**config.mk**
```make
export PLATFORM = sky130hd
export DESIGN_NAME = edid_block_patch_and_check_top_flat
export DESIGN_NICKNAME = d
export VERILOG_FILES = /design/src/ebpc_pkg.sv /design/src/ebpc_if.sv /design/src/ebpc_patch.sv /design/src/edid_block_patch_and_check_top.sv /design/src/flat_wrapper.sv
export SDC_FILE = /design/constraint.sdc
export NUM_CORES = 1
export LEC_CHECK = 0
export BUFFER_PORTS_ARGS = -buffer_cell sky130_fd_sc_hd__buf_2
export CAP_MARGIN = 10
export CELL_PAD_IN_SITES_DETAIL_PLACEMENT = 1
export CELL_PAD_IN_SITES_GLOBAL_PLACEMENT = 1
export CORE_ASPECT_RATIO = 0.9
export CORE_MARGIN = 2
export CORE_UTILIZATION = 30
export CTS_BUF_LIST = sky130_fd_sc_hd__clkbuf_8
export DETAILED_ROUTE_END_ITERATION = 10
export GPL_ROUTABILITY_DRIVEN = 0
export PLACE_DENSITY_LB_ADDON = 0.3
export SYNTH_ARGS = -nofsm -noshare
export SYNTH_HDL_FRONTEND = slang
export SYNTH_HIERARCHICAL = 1
export SYNTH_SLANG_ARGS = --single-unit
```
**constraint.sdc**
```tcl
create_clock -name clk -period 4.5 [get_ports clk]
set_input_delay 0.9 -clock clk [delete_from_list [all_inputs] [get_ports clk]]
set_output_delay 0.9 -clock clk [all_outputs]
set_load 0.005 [all_outputs]
```
**src/ebpc_pkg.sv**
```systemverilog
// Shared types, constants and the descriptor name table for the EDID patch/check block.
`timescale 1ns / 1ps
package ebpc_pkg;

	localparam int unsigned BYTE_W   = 8;
	localparam int unsigned POS_W    = 7;
	localparam int unsigned MFG_W    = 15;
	localparam int unsigned CFG_IDX_W = 2;
	localparam int unsigned DOFF_W   = 5;

	localparam logic [POS_W-1:0] DESC_START = 7'h36;
	localparam logic [POS_W-1:0] EXT_POS    = 7'h7e;
	localparam logic [POS_W-1:0] SUM_POS    = 7'h7f;
	localparam logic [POS_W-1:0] MFG_HI_POS = 7'd8;
	localparam logic [POS_W-1:0] MFG_LO_POS = 7'd9;
	localparam logic [POS_W-1:0] WEEK_POS   = 7'd16;
	localparam logic [POS_W-1:0] YEAR_POS   = 7'd17;
	localparam logic [POS_W-1:0] INDEF_POS  = 7'd20;
	localparam logic [DOFF_W-1:0] DESC_LAST_OFF = 5'd17;
	localparam logic [BYTE_W-1:0] NAME_TAG  = 8'hfc;
	localparam logic [BYTE_W-1:0] HDR_FILL  = 8'hff;

	// Register reset values
	localparam logic [MFG_W-1:0]  MFG_RST   = 15'd20757;
	localparam logic [BYTE_W-1:0] WEEK_RST  = 8'd50;
	localparam logic [BYTE_W-1:0] YEAR_RST  = 8'd25;
	localparam logic [BYTE_W-1:0] INDEF_RST = 8'h80;

	typedef enum logic [CFG_IDX_W-1:0] {
		REG_MFG   = 2'd0,
		REG_WEEK  = 2'd1,
		REG_YEAR  = 2'd2,
		REG_INDEF = 2'd3
	} reg_idx_t;

	typedef struct packed {
		logic [MFG_W-1:0]  mfg;
		logic [BYTE_W-1:0] week;
		logic [BYTE_W-1:0] year;
		logic [BYTE_W-1:0] indef;
	} cfg_t;

	typedef struct packed {
		logic [BYTE_W-1:0] patched_byte;
		logic [POS_W-1:0]  byte_position;
		logic              block_end;
		logic              input_valid;
	} res_t;

	// Monitor-name text, indexed by descriptor offset 5..17
	function automatic logic [BYTE_W-1:0] name_byte(input logic [DOFF_W-1:0] off);
		logic [BYTE_W-1:0] b;
		case (off)
			5'd5:    b = 8'h44;
			5'd6:    b = 8'h61;
			5'd7:    b = 8'h6e;
			5'd8:    b = 8'h6d;
			5'd9:    b = 8'h61;
			5'd10:   b = 8'h6b;
			5'd11:   b = 8'h75;
			5'd12:   b = 8'h20;
			5'd13:   b = 8'h39;
			5'd14:   b = 8'h0a;
			default: b = 8'h20;
		endcase
		return b;
	endfunction

endpackage

```
**src/ebpc_if.sv**
```systemverilog
// Valid/ready stream interfaces for raw and patched EDID bytes.
`timescale 1ns / 1ps
interface ebpc_in_if;
	logic                       valid;
	logic                       ready;
	logic [ebpc_pkg::BYTE_W-1:0] edid_byte;

	modport source (output valid, output edid_byte, input ready);
	modport sink   (input valid, input edid_byte, output ready);
endinterface

interface ebpc_out_if;
	logic                       valid;
	logic                       ready;
	logic [ebpc_pkg::BYTE_W-1:0] patched_byte;
	logic [ebpc_pkg::POS_W-1:0]  byte_position;
	logic                       block_end;
	logic                       input_valid;

	modport source (output valid, output patched_byte, output byte_position,
		output block_end, output input_valid, input ready);
	modport sink   (input valid, input patched_byte, input byte_position,
		input block_end, input input_valid, output ready);
endinterface

```
**src/ebpc_patch.sv**
```systemverilog
// Per-block state and the byte patch / check logic, one byte per step.
`timescale 1ns / 1ps
module ebpc_patch (
	input  logic                        clk,
	input  logic                        arst_n,
	input  logic                        step,
	input  logic [ebpc_pkg::BYTE_W-1:0] edid_byte,
	input  ebpc_pkg::cfg_t              cfg,
	output ebpc_pkg::res_t              res
);
	import ebpc_pkg::*;

	logic [POS_W-1:0]  pos_q;
	logic [DOFF_W-1:0] doff_q;
	logic [BYTE_W-1:0] in_sum_q;
	logic [BYTE_W-1:0] out_sum_q;
	logic              hdr_good_q;
	logic              dzero_q;
	logic              name_on_q;

	logic              last;
	logic              in_desc;
	logic              hdr_ok;
	logic [BYTE_W-1:0] in_sum_nxt;
	logic [BYTE_W-1:0] o;
	logic              dzero_nxt;
	logic              name_on_nxt;

	assign last       = (pos_q == SUM_POS);
	assign in_desc    = (pos_q >= DESC_START) && (pos_q < EXT_POS);
	assign in_sum_nxt = in_sum_q + edid_byte;

	// header bytes: 00 FF FF FF FF FF FF 00
	always_comb begin
		hdr_ok = 1'b1;
		if (pos_q == 7'd0 || pos_q == 7'd7)
			hdr_ok = (edid_byte == '0);
		else if (pos_q < 7'd7)
			hdr_ok = (edid_byte == HDR_FILL);
	end

	// descriptor tag tracking and byte patching
	always_comb begin
		o           = edid_byte;
		dzero_nxt   = dzero_q;
		name_on_nxt = name_on_q;
		if (in_desc) begin
			case (doff_q)
				5'd0: begin
					dzero_nxt   = (edid_byte == '0);
					name_on_nxt = 1'b0;
				end
				5'd1, 5'd2: dzero_nxt = dzero_q && (edid_byte == '0);
				5'd3:       dzero_nxt = dzero_q && (edid_byte == NAME_TAG);
				5'd4:       name_on_nxt = dzero_q && (edid_byte == '0);
				default: begin
					if (name_on_q)
						o = name_byte(doff_q);
				end
			endcase
		end
		if (pos_q == MFG_HI_POS)
			o = {1'b0, cfg.mfg[MFG_W-1:BYTE_W]};
		else if (pos_q == MFG_LO_POS)
			o = cfg.mfg[BYTE_W-1:0];
		else if (pos_q == WEEK_POS)
			o = cfg.week;
		else if (pos_q == YEAR_POS)
			o = cfg.year;
		else if (pos_q == INDEF_POS)
			o = cfg.indef;
		else if (pos_q == EXT_POS)
			o = '0;
		if (last)
			o = BYTE_W'(0) - out_sum_q;
	end

	assign res.patched_byte  = o;
	assign res.byte_position = pos_q;
	assign res.block_end     = last;
	assign res.input_valid   = last && hdr_good_q && (in_sum_nxt == '0);

	// state update per byte; everything restarts after the checksum byte
	always_ff @(posedge clk or negedge arst_n) begin
		if (!arst_n) begin
			pos_q      <= '0;
			doff_q     <= '0;
			in_sum_q   <= '0;
			out_sum_q  <= '0;
			hdr_good_q <= 1'b1;
			dzero_q    <= 1'b0;
			name_on_q  <= 1'b0;
		end else if (step) begin
			if (last) begin
				pos_q      <= '0;
				doff_q     <= '0;
				in_sum_q   <= '0;
				out_sum_q  <= '0;
				hdr_good_q <= 1'b1;
				dzero_q    <= 1'b0;
				name_on_q  <= 1'b0;
			end else begin
				pos_q      <= pos_q + 1'b1;
				doff_q     <= (in_desc && doff_q != DESC_LAST_OFF) ? doff_q + 1'b1 : '0;
				in_sum_q   <= in_sum_nxt;
				out_sum_q  <= out_sum_q + o;
				hdr_good_q <= hdr_good_q && hdr_ok;
				dzero_q    <= dzero_nxt;
				name_on_q  <= name_on_nxt;
			end
		end
	end

endmodule

```
**src/edid_block_patch_and_check_top.sv**
```systemverilog
// Top level: config registers, input stage, patch unit and result register.
//
//  channel   dir  handshake    payload
//  byte_in   in   valid/ready  edid_byte[7:0]
//  byte_out  out  valid/ready  patched_byte[7:0], byte_position[6:0], block_end, input_valid
//  cfg       in   cfg_we       cfg_index[1:0], cfg_data[14:0]
//
// One byte per cycle sustained while byte_out is ready; an accepted byte
// passes through the input register, then the result register. The patch unit
// updates its block state only when a byte moves into the result register, so
// a stall on byte_out holds both stages and backs up byte_in. Reset clears
// the position counter, sums and flags and loads the register defaults.
`timescale 1ns / 1ps
module edid_block_patch_and_check_top (
	input  logic                           clk,
	input  logic                           arst_n,
	ebpc_in_if.sink                        byte_in,
	ebpc_out_if.source                     byte_out,
	input  logic                           cfg_we,
	input  logic [ebpc_pkg::CFG_IDX_W-1:0] cfg_index,
	input  logic [ebpc_pkg::MFG_W-1:0]     cfg_data
);
	import ebpc_pkg::*;

	cfg_t              cfg_q;
	logic              vld_s1;
	logic [BYTE_W-1:0] byte_s1;
	logic              vld_s2;
	res_t              res_s2;
	res_t              res;
	logic              adv_s2;
	logic              adv_s1;

	// configuration writes
	always_ff @(posedge clk or negedge arst_n) begin
		if (!arst_n) begin
			cfg_q.mfg   <= MFG_RST;
			cfg_q.week  <= WEEK_RST;
			cfg_q.year  <= YEAR_RST;
			cfg_q.indef <= INDEF_RST;
		end else if (cfg_we) begin
			case (reg_idx_t'(cfg_index))
				REG_MFG:   cfg_q.mfg   <= cfg_data;
				REG_WEEK:  cfg_q.week  <= cfg_data[BYTE_W-1:0];
				REG_YEAR:  cfg_q.year  <= cfg_data[BYTE_W-1:0];
				REG_INDEF: cfg_q.indef <= cfg_data[BYTE_W-1:0];
				default: ;
			endcase
		end
	end

	// flow control
	assign adv_s2        = vld_s1 && (!vld_s2 || byte_out.ready);
	assign adv_s1        = byte_in.valid && byte_in.ready;
	assign byte_in.ready = !vld_s1 || adv_s2;

	// input stage
	always_ff @(posedge clk or negedge arst_n) begin
		if (!arst_n)
			vld_s1 <= 1'b0;
		else if (byte_in.ready)
			vld_s1 <= byte_in.valid;
	end

	always_ff @(posedge clk) begin
		if (adv_s1)
			byte_s1 <= byte_in.edid_byte;
	end

	ebpc_patch u_patch (
		.clk       (clk),
		.arst_n    (arst_n),
		.step      (adv_s2),
		.edid_byte (byte_s1),
		.cfg       (cfg_q),
		.res       (res)
	);

	// result register
	always_ff @(posedge clk or negedge arst_n) begin
		if (!arst_n)
			vld_s2 <= 1'b0;
		else if (!vld_s2 || byte_out.ready)
			vld_s2 <= vld_s1;
	end

	always_ff @(posedge clk) begin
		if (adv_s2)
			res_s2 <= res;
	end

	assign byte_out.valid         = vld_s2;
	assign byte_out.patched_byte  = res_s2.patched_byte;
	assign byte_out.byte_position = res_s2.byte_position;
	assign byte_out.block_end     = res_s2.block_end;
	assign byte_out.input_valid   = res_s2.input_valid;

endmodule

```
**src/flat_wrapper.sv**
```systemverilog
// flat-port wrapper written by rule: the top's interface ports become plain ports
module edid_block_patch_and_check_top_flat import ebpc_pkg::*;
  (clk, arst_n, cfg_we, cfg_index, cfg_data, byte_in_valid, byte_in_edid_byte, byte_in_ready, byte_out_valid, byte_out_patched_byte, byte_out_byte_position, byte_out_block_end, byte_out_input_valid, byte_out_ready);
  ebpc_in_if byte_in_i ();
  ebpc_out_if byte_out_i ();
  input  logic clk;
  input  logic arst_n;
  input  logic cfg_we;
  input  logic [ebpc_pkg::CFG_IDX_W-1:0] cfg_index;
  input  logic [ebpc_pkg::MFG_W-1:0] cfg_data;
  input wire logic [$bits(byte_in_i.valid)-1:0] byte_in_valid;
  input wire logic [$bits(byte_in_i.edid_byte)-1:0] byte_in_edid_byte;
  output wire logic [$bits(byte_in_i.ready)-1:0] byte_in_ready;
  output wire logic [$bits(byte_out_i.valid)-1:0] byte_out_valid;
  output wire logic [$bits(byte_out_i.patched_byte)-1:0] byte_out_patched_byte;
  output wire logic [$bits(byte_out_i.byte_position)-1:0] byte_out_byte_position;
  output wire logic [$bits(byte_out_i.block_end)-1:0] byte_out_block_end;
  output wire logic [$bits(byte_out_i.input_valid)-1:0] byte_out_input_valid;
  input wire logic [$bits(byte_out_i.ready)-1:0] byte_out_ready;
  assign byte_in_i.valid = byte_in_valid;
  assign byte_in_i.edid_byte = byte_in_edid_byte;
  assign byte_in_ready = byte_in_i.ready;
  assign byte_out_valid = byte_out_i.valid;
  assign byte_out_patched_byte = byte_out_i.patched_byte;
  assign byte_out_byte_position = byte_out_i.byte_position;
  assign byte_out_block_end = byte_out_i.block_end;
  assign byte_out_input_valid = byte_out_i.input_valid;
  assign byte_out_i.ready = byte_out_ready;
  edid_block_patch_and_check_top u_core (.clk(clk), .arst_n(arst_n), .byte_in(byte_in_i), .byte_out(byte_out_i), .cfg_we(cfg_we), .cfg_index(cfg_index), .cfg_data(cfg_data));
endmodule
```
Yosys cells after proc, flatten, opt, wreduce, memory -nomap -nowiden
Memories as Yosys holds them, arrays and structs flattened.
Index checks and enable logic that the tools add are counted.
{ "word_totals": {"reg_bits": 97, "in_bits": 30, "out_inout_bits": 19, "romBits": 112, "mem_count": 1} }
{ "mem_list": {"columns": ["name", "depth", "word_bits", "rd", "rd_ports_with_merged_regs", "write_ports", "line_no", "text"], "rows": [
  ["(name not given)", 16, 7, 1, 0, 0, "ebpc_pkg.sv:53", "case (off)"]
]} }
{ "classes": {"add_sub_neg": 5, "order_cmp": 3, "n_mux": 25, "reduce_logical": 30, "n_eq_ne": 18} }
{ "ops": {"columns": ["operator", "count"], "rows": [
  ["$mux W8", 13],
  ["$eq A7 B5 Y1 const B", 3],
  ["$add A8 B8 Y8", 2],
  ["$eq A8 B8 Y1 const B", 2],
  ["$logic_not A8 Y1", 2],
  ["$eq A7 B4 Y1 const B", 2],
  ["$eq A7 B7 Y1 const B", 2],
  ["$eq A5 B2 Y1 const B", 2],
  ["$mux W5", 2],
  ["$logic_and A1 B1 Y1", 9],
  ["$reduce_and A2 Y1", 4],
  ["$sub A1 B8 Y8 const A", 1],
  ["$add A7 B1 Y7 const B", 1],
  ["$eq A7 B3 Y1 const B", 1],
  ["$ge A7 B6 Y1 const B", 1],
  ["$logic_not A7 Y1", 1],
  ["$lt A7 B3 Y1 const B", 1],
  ["$lt A7 B7 Y1 const B", 1],
  ["$mux W1", 7],
  ["$mux W7", 1],
  ["$reduce_and A3 Y1", 2],
  ["$add A5 B1 Y5 const B", 1],
  ["$eq A5 B1 Y1 const B", 1],
  ["$eq A5 B3 Y1 const B", 1],
  ["other kinds (14)", 18]
]} }

Longest topological paths before layout
Gate-level depths: netlist (run 1).
An unclocked memory read counts as a cell.
{ "logic_depth": {"depth_word": 14, "ltp_mapped": 20, "mapped_depth_nobuf": 19} }

Modules after synthesis
Netlist (run 1), hierarchy kept.
{ "by_module_without_submodules": {"columns": ["mod", "seq_area_each_um2", "cells_per_inst", "area_each_um2", "n_inst"], "rows": [
  ["ebpc_patch", 777.0, 377, 3105.5, 1],
  ["edid_block_patch_and_check_top", 1793.0, 116, 2317.2, 1]
]} }

Worst setup path before layout (run 1)
No wires, ideal clock.
{ "synth_path": {"path_type": "register -> register", "from": "reg u_core.u_patch.pos_q[0]", "to": "reg u_core.u_patch.out_sum_q[6]", "t_arrival_ns": 3.496, "slack_ns": 0.884, "stages_incl_launch_ff": 19, "t_required_ns": 4.380, "n_path_buf": 1, "cell_sequence": "dfrtp_1 -> inv_1 -> ha_1 -> nor3_1 -> o31ai_1 -> and4_4 -> buf_6 -> mux2i_1 -> nor4_1 -> a2111oi_0 -> o22ai_1 -> ha_1 -> nor2b_1 -> o21ai_0 -> nand2b_1 -> a21o_1 -> a21oi_1 -> xnor2_1 -> a31o_2"} }
{ "synth_rtl": {"columns": ["item", "line_no", "text"], "rows": [
  ["from (decl)", "ebpc_patch.sv:13", "logic [POS_W-1:0] pos_q;"],
  ["from (signal assigned)", "ebpc_patch.sv:103", "pos_q <= pos_q + 1'b1;"],
  ["to (signal assigned)", "ebpc_patch.sv:106", "out_sum_q <= out_sum_q + o;"],
  ["to (decl)", "ebpc_patch.sv:16", "logic [BYTE_W-1:0] out_sum_q;"]
]} }

==> results of run 1 <==
## stage by stage
step	worst slack [ns]	total power (W)	hold slack, ns	cells	utilization, %
finish	0.417	0.00312	0.516	788	34.9
detailed placement	0.291	0.00250	0.486	772	33.6
global route	0.0532	0.00336	0.530	788	34.9
CTS	0.243	0.00314	0.515	788	34.8
global placement	0.473	0.00244	0.464	772	33.6
floorplan	0.884	0.00218	0.426	493	-
## cell families (layout without fill, tap and decap cells)
logic type                 Yosys count  after routing  synth area share (%)
and+or+nand+nor                    134            134                  14.4
AOI/OAI and AO/OA                  110            110                  13.5
DFF                                 97             97                  47.4
buffers and inverters               52            107                  4.29
muxes                               50             50                  10.2
adders and majority gates           27             27                  6.51
xor gates and xnor gates            23             23                  3.71
## layout make-up
| type | instances | area [µm²] | share of cell area (%) |
|---|---|---|---|
| clock inverters | 4 | 48.8 | 0.791 |
| repair buffers | 61 | 338 | 5.48 |
| well taps | 240 | 300 | 4.87 |
| flip-flops and latches | 97 | 2570 | 41.7 |
| clock buffers | 12 | 165 | 2.68 |
| inverters | 30 | 113 | 1.83 |
| multi-input cells | 344 | 2630 | 42.7 |
## sequential cells by signal (all words and copies together) (netlist names)
register	count
u_core/byte_out.block_end	1
u_core/byte_out.byte_position	7
u_core/byte_out.input_valid	1
u_core/byte_out.patched_byte	8
u_core/byte_out.valid	1
u_core/byte_s1	8
u_core/cfg_q	39
u_core/u_patch/doff_q	5
u_core/u_patch/dzero_q	1
u_core/u_patch/hdr_good_q	1
u_core/u_patch/in_sum_q	8
u_core/u_patch/name_on_q	1
u_core/u_patch/out_sum_q	8
u_core/u_patch/pos_q	7
u_core/vld_s1	1
## cell usage in the layout (no fill, tap or decap), drive strengths merged, types with 14 or more instances in the layout
master and count:
a21oi 18, buf 61, dfrtp 58, dfstp 14, edfxtp 25, ha 25, inv 31, mux2 42
nand2 22, nand3 24, nor2 20, o21ai 31, xnor2 16
## worst max path at each step
stage               depth (start not counted)                     endpoint                startpoint  slack, ns
floorplan                                  18  u_core/u_patch/out_sum_q[6]   u_core/u_patch/pos_q[0]       0.88
global placement                           17  u_core/u_patch/out_sum_q[6]   u_core/u_patch/pos_q[0]       0.47
detailed placement                         17  u_core/u_patch/out_sum_q[6]   u_core/u_patch/pos_q[0]       0.29
CTS                                        17  u_core/u_patch/out_sum_q[6]   u_core/u_patch/pos_q[0]       0.24
global route                               17  u_core/u_patch/out_sum_q[7]   u_core/u_patch/pos_q[0]       0.05
finish                                     16  u_core/u_patch/out_sum_q[7]  u_core/u_patch/doff_q[0]       0.42
## worst reg2reg max path, delay by kind of cell (launching register included)
family / cells / cell delay (ns)
buffers and inverters: 1 / 0.12
multiplexers: 1 / 0.36
AND/OR/NAND/NOR: 2 / 0.59
AO/OA/AOI/OAI: 10 / 1.93
flip-flops: 1 / 0.41
adder cells (fa/ha/maj): 2 / 0.58
## power by group through the flow
stage | Combinational, W | Sequential (W) | Clock (W)
4_1_cts | 0.00113 | 0.00136 | 0.000652
5_1_grt | 0.00128 | 0.00140 | 0.000679
6_report | 0.00114 | 0.00136 | 0.000623
2_1_floorplan | 0.000902 | 0.00127 | 0
3_3_place_gp | 0.00108 | 0.00137 | 0
3_5_place_dp | 0.00112 | 0.00138 | 0
## what timing repair did
item / CTS / global route
buffers inserted: 0 / 0
setup endpoints to repair: 0 / 2
resized for setup: 0 / 3
## routing by layer
| layer | track usage [%] | part of all wire (%) | wire, µm | vias up |
|---|---|---|---|---|
| li1 | - | - | - | 1920 |
| met1 | 22.6 | 50 | 7280 | 2049 |
| met2 | 24.6 | 45 | 6630 | 57 |
| met3 | 3.06 | 3.4 | 495 | 19 |
| met4 | 4.74 | 1.5 | 215 | 0 |
| met5 | 0 | 0 | 0 | - |
==> metrics.md, run 1 <==
| Metric | Value |
|---|---|
| First-pass GRT wire length | `24.3 mm` |
| Clock skew | `around 0.011 ns` |
| Ports | `49` |
| DRT antenna net count | `0` |
| GRT Util Overall | `~16%` |
| Combinational group share of total power | `between 30% and 40%` |
| WL/cell | `around 19 µm` |
| RSZ-0062 raised after global routing | `false` |
| Top achievable clock speed | `245 MHz` |
| Sequential share of the synthesized area | `between 40% and 50%` |
| Layout Nets | `600` |
| Startpoint Class | `register` |
| Crit path max-delay family | `compound AO/OA/AOI/OAI gates` |
| PwrDens | `506 nW/µm²` |
| Arr. time, crit path | `between 4 and 5 ns` |
| Peak supply drop | `0.158 mV` |
| Cell Rows | `46` |
| Input/output buffers | `48` |
| Post-synth ARST share | `~74%` |
| Reg2reg end | `u_core/u_patch/out_sum_q[7]` |
| Fraction of layout cells with a size suffix above 1 | `roughly 27%` |
| Synth cell count leaders | `dfrtp_1 (58), mux2_2 (42), inv_1 (30), o21ai_0 (30)` |
| Chip height | `between 100 and 150 µm` |
| WHS Path Cells | `1` |
| Worst Setup End Kind | `register` |
| Setup TNS | `0 ns` |
| Required @ worst endpoint | `between 4 and 5 ns` |
| Slew Limit Fails | `0` |
| CTS Buffer Depth | `2` |
| First DRT Iteration DRCs | `250` |
| Area Growth Syn to Fin | `13.7%` |
| Drt drc | `0` |
| H-Tree Depth | `3` |
| Largest net degree at the start of global routing | `27` |
| CTS tree | `done` |
| Max Fanout on Critical Path | `9` |
| Sw power | `between 0.001 and 0.0015 W` |
| Initial core utilization | `a little under a third` |
| Clock Latency Late Sink | `~0.38 ns` |
| Cells on worst reg2reg path | `16` |
| Initial antenna violation count | `0` |
| Via count | `roughly 4000` |
| Worst relative slew slack | `between 40% and 50%` |
| Syn Inst Count | `493` |
| Fillcell total | `1980` |
| Reg2Reg Setup Slack | `0.42 ns` |
| #FFs+latches synth | `between 90 and 100` |
| Placeable Area | `~18000 µm²` |
| Post-synth EDFFs | `25` |
| Status | `completed` |
| Post-Syn Area | `approximately 5400 µm²` |
| Hold Vio Cnt, Final | `0` |
| Setup-failing EPs final | `0` |
| Most frequent cell after synthesis | `dfrtp_1` |
| HPWL Detailed | `approximately 11 mm` |
| DR pass1 iterations | `4` |
| ANT cells | `0` |
| WHS Endpoint | `u_core/byte_out.valid` |
| Slowest stage delay, CP | `between 0.4 and 0.5 ns` |
| Synth top area share | `26.8%` |
| Root Buffer | `clkbuf_8` |
| Fin crit period | `4.08 ns` |
| Post-Syn Nets | `between 500 and 600` |
| Fin area | `6170 µm²` |
| Die area | `roughly 19000 µm²` |
| Cell taking the most area after synthesis | `dfrtp_1` |
| Hold path start | `u_core/vld_s1` |
| Buf/Inv on CP | `1` |
| Placed Area | `5940 µm²` |
| Min-Delay Path Class | `reg2reg` |
| Vias in the first global route | `4388` |
| Reg2reg start | `u_core/u_patch/doff_q[0]` |
| Max-Cap Viols | `0` |
| Part of the power in registers | `43.6%` |
| Primary FF master, synth | `dfrtp_1` |
| P_int | `0.00196 W` |
| Num CTS Buffers | `9` |
| Clock Power Share | `roughly 20%` |
| WS Path Type | `reg2reg` |
| Ranking of synthesized cells by area | `dfrtp_1 (27%), edfxtp_1 (14%), mux2_2 (8.7%)` |
| Switching part of the total power | `37.2%` |
| Via/cell ratio | `between 5 and 6` |
| CP Cell Sequence | `inv_1 > ha_1 > o31ai_1 > and4_4 > mux2_2 > a31oi_1 > o21ai_1 > o21a_1 > ha_1 > a21o_1 > a211oi_2 > o21ai_0 > o211ai_1 > o21ai_0 > and2_4 > o221ai_2` |
| Worst Tran Pin Value | `~0.80 ns` |
| CTS sink cnt | `between 90 and 100` |
| Post-synthesis cell type count | `71` |
| Syn_area_per_cell | `roughly 11 µm²` |
| Clock transition at the registers of the reported paths | `~0.1 ns` |
| Lkg Pwr | `2.57 nW` |
| Slowest-stage cell, CP | `dfrtp_1` |
| WL final | `14.6 mm` |
| Total grt overflow | `0` |
| Die Wd | `roughly 150 µm` |
| Period Utilization, post-route | `approximately nine tenths` |
| Syn. warnings | `6` |
| Hold buffer count at cts | `0` |
Power figures use the tool's default switching activity.
==> inputs of run 2 (changes only) <==
--- a/config.mk
+++ b/config.mk
@@ -12,7 +12,7 @@
 export CORE_ASPECT_RATIO = 0.9
 export CORE_MARGIN = 2
 export CORE_UTILIZATION = 30
-export CTS_BUF_LIST = sky130_fd_sc_hd__clkbuf_8
+export CTS_BUF_LIST = sky130_fd_sc_hd__clkbuf_16
 export DETAILED_ROUTE_END_ITERATION = 10
 export GPL_ROUTABILITY_DRIVEN = 0
 export PLACE_DENSITY_LB_ADDON = 0.3
==> metrics.md, run 2 (synthesis results as in run 1) <==
| Metric | Value |
|---|---|
| Most flops, register | `u_core/cfg_q` |
| Drt drc | `0` |
| Arr. time, crit path | `~4.4 ns` |
| DR pass1 iterations | `4` |
| CP Cell Sequence | `inv_1 > ha_1 > nor3_1 > o31ai_2 > and4_4 > mux2i_1 > nor4_1 > a2111oi_1 > o22ai_1 > ha_1 > a211oi_2 > o21ai_0 > o211ai_1 > or3_1 > and2_4 > o221ai_2` |
| Finished Layout Cells | `between 700 and 800` |
| Slowest-stage cell, CP | `dfrtp_1` |
| Max Fanout on Critical Path | `9` |
| WL/cell | `around 19 µm` |
| CTS Buffer Depth | `2` |
| Min-Delay Path Class | `reg2reg` |
| Worst setup path start | `u_core/u_patch/pos_q[0]` |
| Crit path depth | `16` |
| Root Buffer | `clkbuf_16` |
| Clock skew | `between 0.009 and 0.01 ns` |
| Hold path start | `u_core/vld_s1` |
| H-Tree Depth | `3` |
| Chip height | `132 µm` |
| Worst relative slew slack | `46.7%` |
| Period Utilization, post-route | `between 90 and 100%` |
| HPWL Detailed | `11.0 mm` |
| Fin crit period | `between 4 and 5 ns` |
| WL final | `14.8 mm` |
| Status | `completed` |
| Startpoint Class | `register` |
| Fraction of layout cells with a size suffix above 1 | `26.8%` |
| Number of flip-flops under the largest register name | `39` |
| Most frequent cells in the layout | `dfrtp_1 (58), buf_2 (48), mux2_2 (42), inv_1 (30), o21ai_0 (30)` |
| Reg2Reg Setup Slack | `0.40 ns` |
| Layout Nets | `600` |
| Reg2reg start | `u_core/u_patch/pos_q[0]` |
| Slowest stage delay, CP | `roughly 0.48 ns` |
| Clock Latency Late Sink | `~0.35 ns` |
| Ports | `slightly below 50` |
| WS Path Type | `reg2reg` |
| First DRT Iteration DRCs | `between 200 and 300` |
| Cells on worst reg2reg path | `16` |
| Initial antenna violation count | `0` |
| Setup-failing EPs final | `0` |
| First-pass GRT wire length | `about 25 mm` |
| Crit path max-delay family | `compound AO/OA/AOI/OAI gates` |
| Input/output buffers | `48` |
| DRT antenna net count | `0` |
| Via/cell ratio | `approximately 5.2` |
| CTS sink cnt | `between 90 and 100` |
| Total grt overflow | `0` |
| Hold Vio Cnt, Final | `0` |
| Final Util | `35.3%` |
| Placeable Area | `between 15000 and 20000 µm²` |
| GRT Util Overall | `between 10% and 20%` |
| Peak supply drop | `0.191 mV` |
| PwrDens | `roughly 520 nW/µm²` |
| Required @ worst endpoint | `4.77 ns` |
| Largest net degree at the start of global routing | `27` |
| Die Wd | `roughly 150 µm` |
| Commonest non-fill, non-tap cell in the layout | `dfrtp_1` |
| Buf/Inv on CP | `1` |
| Worst Tran Pin Value | `~0.8 ns` |
| Setup TNS | `0 ns` |
| Die area | `approximately 19000 µm²` |
| Area Growth Syn to Fin | `15.0%` |
| Reg2reg end | `u_core/u_patch/out_sum_q[7]` |
| Slew Limit Fails | `0` |
| Via count | `roughly 4100` |
| CP most frequent cell | `ha_1` |
| CTS tree | `done` |
| Vias in the first global route | `4428` |
| CP endpoint | `u_core/u_patch/out_sum_q[7]` |
| Num CTS Buffers | `9` |
| Max-Cap Viols | `0` |
| Lkg Pwr | `2.60 nW` |
| Inst Count DP | `roughly 770` |
| Cell Rows | `46` |
| Initial core utilization | `between 30% and 40%` |
| RSZ-0062 raised after global routing | `false` |
| Worst Setup End Kind | `register` |
| ANT cells | `0` |
| Post-CTS setup buffers | `0` |
| Clock transition at the registers of the reported paths | `around 0.07 ns` |
| Top achievable clock speed | `between 200 and 250 MHz` |
==> run 2: cell types whose count changed in the layout (fill, tap and decap cells not counted), sizes merged <==
cell	change
bufinv	-1
clkbuf	-2
clkinv	+2
inv	+1
==> run 2: where the power goes <==
part	leakage [nW]	switching (W)	internal (W)
registers	1.08	0.000226	0.00113
logic	1.37	0.000622	0.000521
clock network	0.143	0.000340	0.000404
total	2.60	0.00119	0.00206
==> run 2: how the worst min path moves through the flow <==
stage                                             endpoint  slack [ns]  cells after the start
after floorplan           u_core/byte_out.byte_position[5]        0.43                      0
after global placement               u_core/byte_out.valid        0.46                      1
after detailed placement             u_core/byte_out.valid        0.49                      1
after CTS                            u_core/byte_out.valid        0.51                      1
after global routing                      u_core/cfg_q[18]        0.52                      1
final                                u_core/byte_out.valid        0.51                      1
==> run 2: through the flow <==
step	setup WS, ns	total power [W]	hold WS [ns]	area [µm²]
floorplan	0.884	0.00218	0.426	5420
global placement	0.473	0.00244	0.464	5940
detailed placement	0.291	0.00250	0.486	5940
CTS	0.235	0.00327	0.507	6220
global route	0.0559	0.00349	0.523	6230
finish	0.401	0.00325	0.509	6230
==> run 2: timing repair <==
item                       4_1_cts  5_1_grt
resized for setup                0        3
hold buffers                     0        0
setup endpoints to repair        0        2
==> run 2: layout make-up <==
type                    instances  area (µm²)
inverters                      30         113
multi-input cells             344        2630
well taps                     240         300
flip-flops and latches         97        2570
repair buffers                 61         338
clock inverters                 6        30.0
fillers                      1970       11400
clock buffers                  10         250
==> run 2: per-layer routing <==
metal / routed length (µm) / global-route usage, % / share of wire, % / vias to the layer above
met5: 0 / 0 / 0 / -
met4: 206 / 4.68 / 1.4 / 0
met3: 524 / 3.16 / 3.5 / 14
met2: 6760 / 25.2 / 46 / 72
met1: 7280 / 22.6 / 49 / 2072
li1: - / - / - / 1925
==> run 2: worst register-to-register path, cell delays in order (launching register included) <==
cell and delay [ns]:
dfrtp_1 0.48, inv_1 0.17, ha_1 0.17, nor3_1 0.05, o31ai_2 0.33, and4_4 0.38
mux2i_1 0.24, nor4_1 0.08, a2111oi_1 0.43, o22ai_1 0.19, ha_1 0.40, a211oi_2 0.10
o21ai_0 0.19, o211ai_1 0.16, or3_1 0.37, and2_4 0.16, o221ai_2 0.13
==> inputs of run 3 (changes only) <==
--- a/config.mk
+++ b/config.mk
@@ -6,10 +6,10 @@
 export NUM_CORES = 1
 export LEC_CHECK = 0
 export BUFFER_PORTS_ARGS = -buffer_cell sky130_fd_sc_hd__buf_2
-export CAP_MARGIN = 10
+export CAP_MARGIN = 40
 export CELL_PAD_IN_SITES_DETAIL_PLACEMENT = 1
 export CELL_PAD_IN_SITES_GLOBAL_PLACEMENT = 1
-export CORE_ASPECT_RATIO = 0.9
+export CORE_ASPECT_RATIO = 1.5
 export CORE_MARGIN = 2
 export CORE_UTILIZATION = 30
 export CTS_BUF_LIST = sky130_fd_sc_hd__clkbuf_16
==> constraint.sdc (replaced) <==
create_clock -name clk -period 5 [get_ports clk]
set_input_delay 1 -clock clk [delete_from_list [all_inputs] [get_ports clk]]
set_output_delay 1 -clock clk [all_outputs]
set_load 0.005 [all_outputs]
==> metrics.md, run 3 (synthesis results as in run 1) <==
| Metric | Value |
|---|---|
| Vias in the first global route | `between 4000 and 5000` |
| FF+latch area | `2570 µm²` |
| Via/cell ratio | `about 5.4` |
| Hold Vio Cnt, Final | `0` |
| Worst Setup End Kind | `register` |
| Die Wd | `~110 µm` |
| Num CTS Buffers | `9` |
| Setup-failing EPs final | `0` |
| Clock skew | `approximately 0.013 ns` |
| Fraction of layout cells with a size suffix above 1 | `between 20 and 30%` |
| P_int | `between 0.0015 and 0.002 W` |
| Required @ worst endpoint | `roughly 5.3 ns` |
| H-Tree Depth | `3` |
| Placeable Area | `about 18000 µm²` |
| GRT Util Overall | `around 16%` |
| Fillcell total | `around 2000` |
| DRT antenna net count | `0` |
| Hold buffer count at cts | `0` |
| Commonest non-fill, non-tap cell in the layout | `dfrtp_1` |
| Arr. time, crit path | `between 4 and 5 ns` |
| Clock transition at the registers of the reported paths | `~0.070 ns` |
| Combinational group share of total power | `33.8%` |
| Largest net degree at the start of global routing | `50` |
| Fin area | `approximately 6200 µm²` |
| Finished Layout Cells | `about 760` |
| Part of the power in registers | `between 40% and 50%` |
| Clock Latency Late Sink | `around 0.35 ns` |
| Area Growth Syn to Fin | `13.7%` |
| Max-Cap Viols | `0` |
| WL final | `about 15 mm` |
| Root Buffer | `clkbuf_16` |
| PwrDens | `approximately 480 nW/µm²` |
| Final Util | `around a third` |
| Design Power | `0.00294 W` |
| Most flops, register | `u_core/cfg_q` |
| Startpoint Class | `register` |
| Post-cts resize count | `0` |
| First DRT Iteration DRCs | `approximately 180` |
| Clock Power Share | `a little under a quarter` |
| DR pass1 iterations | `4` |
| Post-CTS setup buffers | `0` |
| ANT cells | `0` |
| RSZ-0062 raised after global routing | `false` |
| Layout Nets | `around 590` |
| Initial core utilization | `30.5%` |
| Cell Rows | `60` |
| Ports | `between 40 and 50` |
| WS Path Type | `reg2reg` |
| Total grt overflow | `0` |
| HPWL Detailed | `~11 mm` |
| Most frequent cells in the layout | `dfrtp_1 (58), buf_2 (48), mux2_2 (42), inv_1 (30), o21ai_0 (30)` |
| Status | `completed` |
| Lkg Pwr | `between 2 and 3 nW` |
| Initial antenna violation count | `0` |
| Via count | `4123` |
| Inst Count DP | `about 740` |
| CTS Buffer Depth | `2` |
| Worst relative slew slack | `between 40% and 50%` |
| CTS sink cnt | `97` |
| Top achievable clock speed | `approximately 240 MHz` |
| Setup TNS | `0 ns` |
| Period Utilization, post-route | `between 80% and 90%` |
| Sw power | `~0.0011 W` |
| Die area | `19200 µm²` |
| Switching part of the total power | `37.7%` |
| Input/output buffers | `between 40 and 50` |
| WL/cell | `19.7 µm` |
| Max Fanout on Critical Path | `9` |
| CTS tree | `done` |
| Worst Tran Pin Value | `0.833 ns` |
| Fin crit period | `between 4 and 5 ns` |
| Number of flip-flops under the largest register name | `39` |
| Drt drc | `0` |
| Multi-input logic area | `approximately 2600 µm²` |
| Peak supply drop | `between 0.15 and 0.2 mV` |
| Min-Delay Path Class | `reg2reg` |
| First-pass GRT wire length | `24.0 mm` |
| Slew Limit Fails | `0` |
| Placed Area | `5850 µm²` |
| Chip height | `169 µm` |
==> run 3: cell count changes in the layout (fill, tap and decap cells not counted), moves of 2 or more <==
cell      previous run  this run
buf_4               13         5
clkinv_8             0         3
clkinv_1             2         0
clkinv_2             2         0
clkinv_4             0         2
==> run 3: through the flow <==
step,hold WS [ns],worst slack [ns]
global route,0.530,0.521
finish,0.508,0.822
global placement,0.473,1.04
floorplan,0.426,1.38
CTS,0.516,0.854
detailed placement,0.499,0.878
==> run 3: metal layers <==
layer / global-route usage (%) / up-vias / wire length [µm]
met5: 0 / - / 0
met4: 7.37 / 0 / 551
met3: 2.29 / 23 / 328
met2: 28.1 / 71 / 7820
met1: 19.5 / 2121 / 6250
li1: - / 1908 / -
==> run 3: power groups by stage <==
stage	clock network [W]	registers (W)	logic, W
global placement	0	0.00124	0.000950
CTS	0.000727	0.00124	0.00100
global route	0.000758	0.00127	0.00111
finish	0.000704	0.00124	0.000993
floorplan	0	0.00115	0.000812
detailed placement	0	0.00126	0.000996
==> run 3: final cells by class <==
type                       instances  area share [%]
clock buffer                       9            3.65
clock inverter                     7            1.40
inverter                          30            1.83
multi-input combinational        344            42.5
sequential                        97            41.7
tap                              217            4.40
timing repair buffer              53            4.51
==> run 3: worst max-delay path, cell delays in order, from the launching register on <==
cell,delay (ns)
dfrtp_1,0.48
inv_1,0.16
ha_1,0.16
nor3_1,0.05
o31ai_1,0.42
and4_4,0.40
mux2_2,0.38
a31oi_1,0.20
o21ai_1,0.13
o21a_1,0.16
ha_1,0.28
a21o_1,0.21
a211oi_1,0.32
o21ai_0,0.15
o211ai_1,0.12
o21ai_0,0.14
and2_4,0.19
o221ai_2,0.14
==> run 3: worst paths after layout <==
kind	start	end	slack, ns	depth (start not counted)
min in group asynchronous	arst_n	u_core/u_patch/in_sum_q[0]	0.65	1
hold reg to reg	u_core/cfg_q[31]	u_core/cfg_q[31]	0.51	1
setup reg to reg	u_core/u_patch/pos_q[0]	u_core/u_patch/out_sum_q[7]	0.82	17
hold / removal	u_core/cfg_q[31]	u_core/cfg_q[31]	0.51	1
setup / recovery	u_core/u_patch/pos_q[0]	u_core/u_patch/out_sum_q[7]	0.82	17
max in group asynchronous	arst_n	u_core/cfg_q[34]	3.29	2
